### config.mk
export PLATFORM = sky130hd
export DESIGN_NAME = binary_grid_neighbour_count_core
export DESIGN_NICKNAME = d
export VERILOG_FILES = /design/src/rtl/bgnc_pkg.sv /design/src/rtl/binary_grid_neighbour_count_core.sv
export SDC_FILE = /design/constraint.sdc
export NUM_CORES = 1
export LEC_CHECK = 0
export BUFFER_PORTS_ARGS = -buffer_cell sky130_fd_sc_hd__buf_2
export CORE_UTILIZATION = 60
export CTS_BUF_LIST = sky130_fd_sc_hd__clkbuf_8
export CTS_CLUSTER_SIZE = 28
export DETAILED_ROUTE_END_ITERATION = 6
export HOLD_SLACK_MARGIN = 0.02
export PLACE_DENSITY = 0.79
export SYNTH_ARGS = -nofsm -noshare
export SYNTH_HDL_FRONTEND = slang
export SYNTH_SLANG_ARGS = --single-unit
export TNS_END_PERCENT = 20
### constraint.sdc
create_clock -name clk -period 8.5 [get_ports clk]
set_clock_uncertainty 0.05 [all_clocks]
set_input_delay 1.7 -clock clk [delete_from_list [all_inputs] [get_ports clk]]
set_output_delay 1.7 -clock clk [all_outputs]
set_load 0.005 [all_outputs]
### src/rtl/bgnc_pkg.sv
// ----------------------------------------------------------------------------
// bgnc_pkg - shared definitions for the binary grid neighbour count core
// Register indexes, field widths, reset values and default size limits.
// ----------------------------------------------------------------------------
package bgnc_pkg;

	// default size limits, handed to the top level as parameter defaults
	localparam int DEF_MAX_WIDTH  = 32;
	localparam int DEF_MAX_HEIGHT = 1024;

	// configuration register widths and port sizes
	localparam int FRAME_WIDTH_BITS  = 6;
	localparam int FRAME_HEIGHT_BITS = 11;
	localparam int CFG_DATA_BITS     = 11;
	localparam int CFG_INDEX_BITS    = 1;
	localparam int TOTAL_BITS        = 4;

	// register indexes
	localparam logic [CFG_INDEX_BITS-1:0] REG_FRAME_WIDTH  = 1'b0;
	localparam logic [CFG_INDEX_BITS-1:0] REG_FRAME_HEIGHT = 1'b1;

	// register reset values
	localparam logic [FRAME_WIDTH_BITS-1:0]  FRAME_WIDTH_RST  = 6'd30;
	localparam logic [FRAME_HEIGHT_BITS-1:0] FRAME_HEIGHT_RST = 11'd12;

endpackage

### src/rtl/binary_grid_neighbour_count_core.sv
// ----------------------------------------------------------------------------
// binary_grid_neighbour_count_core - eight-neighbour count over a binary grid
// Cells stream in raster order; each result gives a cell's set-neighbour count.
// ----------------------------------------------------------------------------
// Usage:
//   Input channel (in_valid/in_ready, cell_set) takes one cell per transaction
//   in raster order. Output channel (out_valid/out_ready) gives one result per
//   transaction: cell_row, cell_col, neighbour_total, own_set, run_end (last
//   result caused by an input) and frame_end (frame's final cell).
//   The result for cell (r, c) leaves when cell (r+1, c+1) arrives; the end of
//   a row also yields the last column of the row above, and the last cell of
//   a frame drains the whole final row.
//   The first result of a cell passes from the pending-result registers into
//   the output register. Throughput is one cell per cycle for cells giving at
//   most one result, while the receiver keeps up; further results of a cell
//   are walked out one per cycle by the result sequencer, and the input waits
//   until the last of them is loaded.
//   A new cell is taken in the same cycle as the previous cell's last result
//   moves to the output register, so a held result does not block it alone.
//   Reset clears the row stores, counters and out_valid and loads frame_width
//   30, frame_height 12. When the receiver stalls, the output register holds
//   and the sequencer and then the input stall behind it. The user writes
//   configuration (cfg_we/cfg_index/cfg_data) only while idle; not enforced.
// ----------------------------------------------------------------------------
module binary_grid_neighbour_count_core #(
	parameter int MAX_WIDTH  = bgnc_pkg::DEF_MAX_WIDTH,
	parameter int MAX_HEIGHT = bgnc_pkg::DEF_MAX_HEIGHT
) (
	input  logic                                 clk,
	input  logic                                 arst_n,
	input  logic                                 cfg_we,
	input  logic [bgnc_pkg::CFG_INDEX_BITS-1:0]  cfg_index,
	input  logic [bgnc_pkg::CFG_DATA_BITS-1:0]   cfg_data,
	input  logic                                 in_valid,
	output logic                                 in_ready,
	input  logic                                 cell_set,
	output logic                                 out_valid,
	input  logic                                 out_ready,
	output logic [$clog2(MAX_HEIGHT)-1:0]        cell_row,
	output logic [$clog2(MAX_WIDTH)-1:0]         cell_col,
	output logic [bgnc_pkg::TOTAL_BITS-1:0]      neighbour_total,
	output logic                                 own_set,
	output logic                                 run_end,
	output logic                                 frame_end
);
	import bgnc_pkg::*;

	localparam int CW = $clog2(MAX_WIDTH);
	localparam int RW = $clog2(MAX_HEIGHT);

	// configuration
	logic [FRAME_WIDTH_BITS-1:0]  width_q;
	logic [FRAME_HEIGHT_BITS-1:0] height_q;
	logic [CW-1:0]                last_col;
	logic [RW-1:0]                last_row;
	logic [MAX_WIDTH-1:0]         width_mask;

	// grid state
	logic [MAX_WIDTH-1:0] older_q, middle_q, newest_q, newest_set;
	logic [CW-1:0]        col_q;
	logic [RW-1:0]        row_q;

	// pending results of the last accepted cell
	logic                 job_a_q, job_b_q, job_d_q;
	logic [MAX_WIDTH-1:0] job_older_q, job_middle_q, job_newest_q;
	logic [RW-1:0]        job_row_q;
	logic [CW-1:0]        job_col_q, job_last_col_q, job_dcol_q;

	// output register
	logic                  out_valid_q;
	logic [RW-1:0]         res_row_q;
	logic [CW-1:0]         res_col_q;
	logic [TOTAL_BITS-1:0] res_total_q;
	logic                  res_own_q, res_run_end_q, res_frame_end_q;

	logic row_end, frame_done, in_cell_ok, emit_a, emit_b, emit_d, in_fire;
	logic sel_a, sel_b, sel_d, res_last, job_busy, out_load, job_done;
	logic [CW-1:0]         res_col;
	logic [RW-1:0]         res_row;
	logic [MAX_WIDTH-1:0]  above, cur, below;
	logic [2:0]            win_above, win_cur, win_below;
	logic [TOTAL_BITS-1:0] res_total;

	// effective sizes: zero acts as one, oversize clamps to the limit
	always_comb begin
		if (width_q == '0) begin
			last_col = '0;
		end else if (32'(width_q) > MAX_WIDTH) begin
			last_col = CW'(MAX_WIDTH - 1);
		end else begin
			last_col = CW'(width_q - 6'd1);
		end
		if (height_q == '0) begin
			last_row = '0;
		end else if (32'(height_q) > MAX_HEIGHT) begin
			last_row = RW'(MAX_HEIGHT - 1);
		end else begin
			last_row = RW'(height_q - 11'd1);
		end
		for (int i = 0; i < MAX_WIDTH; i++) begin
			width_mask[i] = (CW'(i) <= last_col);
		end
	end

	always_ff @(posedge clk or negedge arst_n) begin
		if (!arst_n) begin
			width_q  <= FRAME_WIDTH_RST;
			height_q <= FRAME_HEIGHT_RST;
		end else if (cfg_we) begin
			unique case (cfg_index)
				REG_FRAME_WIDTH:  width_q  <= cfg_data[FRAME_WIDTH_BITS-1:0];
				REG_FRAME_HEIGHT: height_q <= cfg_data[FRAME_HEIGHT_BITS-1:0];
				default: ;
			endcase
		end
	end

	// decode of the arriving cell
	always_comb begin
		row_end    = (col_q >= last_col);
		frame_done = row_end && (row_q >= last_row);
		in_cell_ok = (col_q <= last_col);
		newest_set = newest_q;
		if (cell_set && in_cell_ok) begin
			newest_set[col_q] = 1'b1;
		end
		emit_a = (row_q != '0) && (col_q != '0) && in_cell_ok;
		emit_b = (row_q != '0) && row_end;
		emit_d = frame_done;
	end

	// result sequencer: diagonal cell first, then row-above tail, then drain
	always_comb begin
		sel_a    = job_a_q;
		sel_b    = !job_a_q && job_b_q;
		sel_d    = !job_a_q && !job_b_q && job_d_q;
		job_busy = job_a_q || job_b_q || job_d_q;
		if (sel_a) begin
			res_col  = job_col_q - CW'(1);
			res_last = !job_b_q && !job_d_q;
		end else if (sel_b) begin
			res_col  = job_last_col_q;
			res_last = !job_d_q;
		end else begin
			res_col  = job_dcol_q;
			res_last = (job_dcol_q == job_last_col_q);
		end
		res_row = sel_d ? job_row_q : job_row_q - RW'(1);
		above   = sel_d ? job_middle_q : job_older_q;
		cur     = sel_d ? job_newest_q : job_middle_q;
		below   = sel_d ? '0 : job_newest_q;
		// zero padding on both sides and the width mask cover the frame's side edges
		win_above = 3'({1'b0, above, 1'b0} >> res_col);
		win_cur   = 3'({1'b0, cur, 1'b0} >> res_col);
		win_below = 3'({1'b0, below, 1'b0} >> res_col);
		res_total = TOTAL_BITS'(win_above[0]) + TOTAL_BITS'(win_above[1])
			+ TOTAL_BITS'(win_above[2]) + TOTAL_BITS'(win_cur[0])
			+ TOTAL_BITS'(win_cur[2]) + TOTAL_BITS'(win_below[0])
			+ TOTAL_BITS'(win_below[1]) + TOTAL_BITS'(win_below[2]);
	end

	assign out_load = job_busy && (!out_valid_q || out_ready);
	assign job_done = out_load && res_last;
	assign in_ready = !job_busy || job_done;
	assign in_fire  = in_valid && in_ready;

	// grid state and sequencer control
	always_ff @(posedge clk or negedge arst_n) begin
		if (!arst_n) begin
			older_q    <= '0;
			middle_q   <= '0;
			newest_q   <= '0;
			col_q      <= '0;
			row_q      <= '0;
			job_a_q    <= 1'b0;
			job_b_q    <= 1'b0;
			job_d_q    <= 1'b0;
			job_dcol_q <= '0;
		end else begin
			if (in_fire) begin
				if (frame_done) begin
					older_q  <= '0;
					middle_q <= '0;
					newest_q <= '0;
					col_q    <= '0;
					row_q    <= '0;
				end else if (row_end) begin
					older_q  <= middle_q;
					middle_q <= newest_set;
					newest_q <= '0;
					col_q    <= '0;
					row_q    <= row_q + RW'(1);
				end else begin
					newest_q <= newest_set;
					col_q    <= col_q + CW'(1);
				end
			end
			if (in_fire) begin
				job_a_q    <= emit_a;
				job_b_q    <= emit_b;
				job_d_q    <= emit_d;
				job_dcol_q <= '0;
			end else if (out_load) begin
				if (sel_a) begin
					job_a_q <= 1'b0;
				end else if (sel_b) begin
					job_b_q <= 1'b0;
				end else if (res_last) begin
					job_d_q <= 1'b0;
				end else begin
					job_dcol_q <= job_dcol_q + CW'(1);
				end
			end
		end
	end

	// snapshot of the rows for the pending results, masked to the frame width
	always_ff @(posedge clk) begin
		if (in_fire) begin
			job_older_q    <= older_q & width_mask;
			job_middle_q   <= middle_q & width_mask;
			job_newest_q   <= newest_set & width_mask;
			job_row_q      <= row_q;
			job_col_q      <= col_q;
			job_last_col_q <= last_col;
		end
	end

	always_ff @(posedge clk or negedge arst_n) begin
		if (!arst_n) begin
			out_valid_q <= 1'b0;
		end else if (out_load) begin
			out_valid_q <= 1'b1;
		end else if (out_ready) begin
			out_valid_q <= 1'b0;
		end
	end

	always_ff @(posedge clk) begin
		if (out_load) begin
			res_row_q       <= res_row;
			res_col_q       <= res_col;
			res_total_q     <= res_total;
			res_own_q       <= win_cur[1];
			res_run_end_q   <= res_last;
			res_frame_end_q <= sel_d && res_last;
		end
	end

	assign out_valid       = out_valid_q;
	assign cell_row        = res_row_q;
	assign cell_col        = res_col_q;
	assign neighbour_total = res_total_q;
	assign own_set         = res_own_q;
	assign run_end         = res_run_end_q;
	assign frame_end       = res_frame_end_q;

	// input only held off while results of the previous cell are queued
	a_stall_needs_job: assert property (@(posedge clk) disable iff (!arst_n)
		!in_ready |-> job_busy)
		else $error("input stalled with no pending results");

	a_total_range: assert property (@(posedge clk) disable iff (!arst_n)
		out_valid_q |-> (res_total_q <= TOTAL_BITS'(8)))
		else $error("neighbour total above eight");

	a_frame_end_is_run_end: assert property (@(posedge clk) disable iff (!arst_n)
		(out_valid_q && res_frame_end_q) |-> res_run_end_q)
		else $error("frame end not on last result of the transaction");

	a_drain_col_bound: assert property (@(posedge clk) disable iff (!arst_n)
		job_d_q |-> (job_dcol_q <= job_last_col_q))
		else $error("drain column past last column");

	a_frame_end_resets: assert property (@(posedge clk) disable iff (!arst_n)
		(in_fire && frame_done) |=> (col_q == '0 && row_q == '0 && newest_q == '0))
		else $error("grid state not cleared after frame end");

endmodule
==> Word-level counts from Yosys, hierarchy flattened <==
Index checks and enable logic that the tools add are counted.
{ "classes": {"n_mux": 43, "div": 0, "n_reduce_logical": 38, "magnitude_cmp": 39, "multipliers": 0, "add_sub_neg": 14, "eq_ne": 4, "shifts": 3, "bitwise": 5} }
{ "ops": {"columns": ["cell", "count"], "rows": [
  ["32-bit 2-to-1 mux", 10],
  ["33-bit by 5-bit >> shifter with 3-bit output", 3],
  ["32-bit AND", 3],
  ["5-bit <= comparator, first input constant", 16],
  ["5-bit 2-to-1 mux", 11],
  ["10-bit 2-to-1 mux", 5],
  ["4-bit by 5-bit <= comparator with 1-bit output, first input constant", 8],
  ["32-bit OR", 1],
  ["3-bit by 5-bit <= comparator with 1-bit output, first input constant", 4],
  ["10-bit by 1-bit subtractor with 10-bit output, second input constant", 2],
  ["4-bit by 1-bit adder with 4-bit output", 4],
  ["1-bit 2-to-1 mux", 16],
  ["1-bit logical AND", 14],
  ["11-bit > comparator, second input constant", 1],
  ["11-bit zero test", 1],
  ["10-bit by 1-bit adder with 10-bit output, second input constant", 1],
  ["5-bit by 1-bit adder with 5-bit output, second input constant", 2],
  ["10-bit greater-or-equal comparator", 1],
  ["1-bit by 5-bit <= comparator with 1-bit output, first input constant", 2],
  ["2-bit by 5-bit <= comparator with 1-bit output, first input constant", 2],
  ["10-bit nonzero test", 1],
  ["2-bit nonzero test", 5],
  ["5-bit by 1-bit subtractor with 5-bit output, second input constant", 2],
  ["4-bit AND reduction", 2],
  ["19 further kinds", 29]
]} }
{ "totals": {"latch_bits": 0, "in_bits": 18, "mem_bits_rw": 0, "ff_bits": 275, "output_inout_bits": 24, "rom_bits": 0, "word_cells": 170, "memories": 0} }

==> Logic depth before layout (Yosys ltp) <==
{ "logic_depth": {"ltp_word": 12, "depth_mapped": 22, "mapped_depth_nobuf": 19} }

==> Worst setup path after synthesis <==
OpenSTA, ideal clock, no wires.
{ "synth_path": {"path_kind": "input -> register", "from": "input port out_ready", "to": "register col_q[4]", "cell_stages": 10, "arrival_ns": 4.870, "required_time_ns": 8.355, "setup_ns": 0.095, "path_slack_ns": 3.485, "n_path_buf": 3, "cell_sequence": "nor2b_1 > clkbuf_1 > maj3_1 > o32ai_2 > nand2_2 > inv_1 > buf_2 > nand2_1 > buf_2 > o31ai_1"} }
{ "synth_via": {"elab_chain_cells": 5} }
{ "synth_lines": {"columns": ["element", "line", "rtl"], "rows": [
  ["start: declaration", "binary_grid_neighbour_count_core.sv:38", "input logic out_ready,"],
  ["1-bit logical OR", "binary_grid_neighbour_count_core.sv:162", "assign out_load = job_busy && (!out_valid_q || out_ready);"],
  ["1-bit logical AND", "binary_grid_neighbour_count_core.sv:162", null],
  ["1-bit logical AND", "binary_grid_neighbour_count_core.sv:163", "assign job_done = out_load && res_last;"],
  ["1-bit logical OR", "binary_grid_neighbour_count_core.sv:164", "assign in_ready = !job_busy || job_done;"],
  ["named net in_ready", "binary_grid_neighbour_count_core.sv:35", "output logic in_ready,"],
  ["1-bit logical AND", "binary_grid_neighbour_count_core.sv:165", "assign in_fire = in_valid && in_ready;"],
  ["named net in_fire", "binary_grid_neighbour_count_core.sv:76", "logic row_end, frame_done, in_cell_ok, emit_a, emit_b, emit_d, in_fire;"],
  ["end signal: assignment", "binary_grid_neighbour_count_core.sv:195", "col_q <= col_q + CW'(1);"],
  ["end: declaration", "binary_grid_neighbour_count_core.sv:60", "logic [CW-1:0] col_q;"]
]} }
The timed path passes the listed nets, and every way through them passes these cells.
A chain may end at the register's enable or synchronous reset.

==> Worst setup path after layout <==
{ "layout_path": {"from": "register job_a_q", "to": "register res_total_q[2] (netlist: neighbour_total[2]), data pin"} }
{ "layout_via": {"elab_chain_cells": 12, "elab_cells_between_ends": 19, "classes_between": "7 x add/sub; 3 x shift; 5 x mux; 4 x reduce/logical"} }
{ "layout_lines": {"columns": ["element", "line", "rtl"], "rows": [
  ["start: declaration", "binary_grid_neighbour_count_core.sv:64", "logic job_a_q, job_b_q, job_d_q;"],
  ["start signal: assignment", "binary_grid_neighbour_count_core.sv:199", "job_a_q <= emit_a;"],
  ["1-bit zero test", "binary_grid_neighbour_count_core.sv:135, binary_grid_neighbour_count_core.sv:136", null],
  ["1-bit logical AND, on equally long branches", "binary_grid_neighbour_count_core.sv:135, binary_grid_neighbour_count_core.sv:136", null],
  ["5-bit 2-to-1 mux / 1-bit logical AND (equally long branches)", "binary_grid_neighbour_count_core.sv:141, binary_grid_neighbour_count_core.sv:136", null],
  ["5-bit 2-to-1 mux / 32-bit 2-to-1 mux (equally long branches)", "binary_grid_neighbour_count_core.sv:138, binary_grid_neighbour_count_core.sv:149", null],
  ["33-bit by 5-bit >> shifter with 3-bit output", "binary_grid_neighbour_count_core.sv:153", "win_above = 3'({1'b0, above, 1'b0} >> res_col);"],
  ["1-bit by 1-bit adder with 2-bit output", "binary_grid_neighbour_count_core.sv:156", "res_total = TOTAL_BITS'(win_above[0]) + TOTAL_BITS'(win_above[1])"],
  ["2-bit by 1-bit adder with 3-bit output", "binary_grid_neighbour_count_core.sv:157", "+ TOTAL_BITS'(win_above[2]) + TOTAL_BITS'(win_cur[0])"],
  ["3-bit by 1-bit adder with 4-bit output", "binary_grid_neighbour_count_core.sv:157", null],
  ["4-bit by 1-bit adder with 4-bit output (2 in a row)", "binary_grid_neighbour_count_core.sv:158", "+ TOTAL_BITS'(win_cur[2]) + TOTAL_BITS'(win_below[0])"],
  ["4-bit by 1-bit adder with 4-bit output", "binary_grid_neighbour_count_core.sv:159", "+ TOTAL_BITS'(win_below[1]) + TOTAL_BITS'(win_below[2]);"],
  ["4-bit by 1-bit adder with 4-bit output *", "binary_grid_neighbour_count_core.sv:159", null],
  ["named net res_total[2]", "binary_grid_neighbour_count_core.sv:82", "logic [TOTAL_BITS-1:0] res_total;"],
  ["end signal: assignment", "binary_grid_neighbour_count_core.sv:243", "res_total_q <= res_total;"],
  ["end: declaration", "binary_grid_neighbour_count_core.sv:73", "logic [TOTAL_BITS-1:0] res_total_q;"]
]} }
Mark *: on every way through the listed nets, which the timed path passes. The rest lies on a longest branch.

==> metrics.txt <==
gpl congestion=1.02; Nets=1578; Post-CTS Setup Inserts=0; number of instances in the placed design=1809; FF-to-FF End=neighbour_total[2]; final period utilization=0.704; Hold Path Sink=job_older_q[0]; crit path time final=5.99 ns; #FFs+latches synth=275; CTS tree=done; fillcell total=2008; clk_lat worst skew=0.58 ns; Mapped Area=0.0155 mm2; slack of the critical path=roughly 2.5 ns; most frequent cells in the layout=nand2_1 (262), edfxtp_1 (138), dfrtp_1 (131), a21oi_1 (110), nor2_1 (92); Min-Delay Path Class=flip-flop to flip-flop; Die Ht=~160 um; critical path type=flip-flop to flip-flop; Initial DRC Count=approximately 1600; Reg-to-Reg Start=job_a_q; wire per inst=21.8 um; max-cap viol count=0; CTS resizes=0; Clock H-tree levels=2; Detail Route Antenna Nets=0; flop2flop setup slack=around 2.5 ns; first-pass GRT wire length=64800 um; std cell rows=58; First-pass DRT Iterations=7; post-route insts no fill=about 1900; Post-synth EDFFs=138; Final Max Tran Viols=0; clk sinks=275; final setup vio count=0; synth warn=0; Final Hold Viols=0; vias in the first global route=11600; largest net degree at the start of global routing=75; startpoint types=flip-flop; Core ar.=0.0253 mm2; number of library cell types mapped by synthesis=78; WHS=0.399 ns; Die X=163 um; Hold Path Depth=0; Leakage=between 0.007 and 0.008 uW; Clock Path Buffers=3; Vias per Instance=6.51; top cells by area, synth=edfxtp_1 (27%), dfrtp_1 (21%), nand2_1 (6.3%), mux2i_1 (4.1%), mux4_2 (3.8%); CTS Hold Bufs=0; Port Buffers=41; Seq/Total Area, Yosys=0.489; Worst setup EP type=flip-flop; Die ar.=around 0.026 mm2; Final Core Density=0.661; Hold Startpoint=older_q[0]; worst-path fanout max=a little over 40; initial antenna violation count=1; syn avg cell area=approximately 10 um2; hpwl dp=28800 um; clk slew on worst S/H paths=0.07 ns; share of cells above drive strength 1=0.123; DRC viols=3; CTS buffer count=45; ant diodes=0; slew of the pin with the lowest slew margin=roughly 1.2 ns; RSZ-0062 raised after global routing=no; Yosys top cell by area=edfxtp_1; fmax=167 MHz; Yosys top cell area share=0.267; Area Growth Syn to Fin=7.71%; post-synth net total=1572; Critical Path RT=8.79 ns; Sum Neg Setup Slack=0 ns; Peak VDD IR=0.620 mV; GRT Util Overall=0.319; Rel. slew slack=0.171; Routed WL=between 40000 and 50000 um; grt total ovfl=0; Syn Inst Count=1520; commonest non-fill, non-tap cell in the layout=nand2_1; PD cells=410 mW/mm2; violated checks=DRC; Vias=12300; dpl ws=around 2.5 ns; fraction of registers with async set/reset=0.498; root buffer selected by CTS=clkbuf_8; ys flop type=edfxtp_1; status=complete, but fails checks; Initial Utilization=0.614; crit path DAT=6.28 ns; I/O pins=42; reg2reg path depth=16
[per-stage QoR]
| stage | power, uW | instance area, um2 |
|---|---|---|
| global route | 7300 | 16700 |
| detailed placement | 5700 | 15900 |
| finish | 6850 | 16700 |
| CTS | 6800 | 16700 |
| floorplan | 4790 | 15500 |
| global placement | 5660 | 15900 |
[worst max-delay path: stages, from the launching register on]
cell	delay, ns
dfrtp_1	0.89
or3b_4	0.69
buf_4	0.54
mux4_1	0.64
mux2i_1	0.17
a221oi_1	0.11
a21oi_1	0.16
nand4_1	0.13
fa_1	0.50
fa_1	0.54
inv_1	0.06
fa_1	0.46
inv_1	0.07
ha_1	0.16
inv_1	0.05
fa_1	0.37
xnor2_1	0.13
[layout make-up]
type | instances | area [um2] | share of cell area
timing repair buffer | 61 | 362 | 0.0216
tap | 330 | 413 | 0.0247
inverter | 42 | 161 | 0.00966
clock buffer | 47 | 647 | 0.0387
sequential | 275 | 7580 | 0.454
clock inverter | 37 | 205 | 0.0123
multi-input combinational | 1101 | 7330 | 0.439
[synth_stat cells, types with 8 or more instances]
library cell  number
nand2_1          262
edfxtp_1         138
dfrtp_1          131
a21oi_1          110
nor2_1            93
nand3_1           77
mux2i_1           63
clkbuf_1          57
o21ai_0           42
o31ai_1           38
inv_1             37
nor2b_1           36
nor3_1            32
ha_1              30
and3_1            27
and2_1            26
mux4_2            26
buf_2             25
mux2_2            23
nand4_1           23
xnor2_1           18
a31oi_1           12
xor2_1            12
mux4_1            11
nor3b_1           10
nor4_1             9
o211ai_1           9
a21o_1             8
buf_1              8
nand2b_1           8
[sequential cells by signal (all words and copies together) (netlist names), 6 cells and up]
| name | cells |
|---|---|
| cell_row | 10 |
| height_q | 11 |
| job_middle_q | 32 |
| job_newest_q | 32 |
| job_older_q | 32 |
| job_row_q | 10 |
| middle_q | 32 |
| newest_q | 32 |
| older_q | 32 |
| row_q | 10 |
| width_q | 6 |
[kinds of logic (layout without fill, tap and decap cells)]
| family | Yosys count | after routing | share of synthesized area |
|---|---|---|---|
| simple gates | 624 | 624 | 0.189 |
| compound gates | 288 | 288 | 0.119 |
| flops | 275 | 275 | 0.489 |
| buf+inv | 144 | 187 | 0.0420 |
| mux | 123 | 123 | 0.114 |
| fa+ha+maj | 36 | 36 | 0.0307 |
| xor+xnor | 30 | 30 | 0.0169 |
[worst max path at each step]
stage | start | endpoint | slack (ns) | cells after the start
4_1_cts | job_a_q | neighbour_total[2] | 2.52 | 16
5_1_grt | job_a_q | neighbour_total[2] | 2.17 | 16
6_report | job_a_q | neighbour_total[2] | 2.51 | 16
3_3_place_gp | job_a_q | neighbour_total[2] | 2.60 | 16
3_5_place_dp | job_a_q | neighbour_total[2] | 2.52 | 16
2_1_floorplan | out_ready | col_q[4] | 3.48 | 10
[where the power goes]
part	internal [uW]	leakage (uW)	switching, uW
clock network	552	0.000528	537
logic	1360	0.00332	2160
registers	1890	0.00316	345
[per-layer routing]
metal,GRT usage,share of wire
met1,0.464,0.42
met2,0.471,0.44
met3,0.0662,0.10
met4,0.122,0.035
met5,0,0
Note: power is estimated with default switching activity, not from simulation.
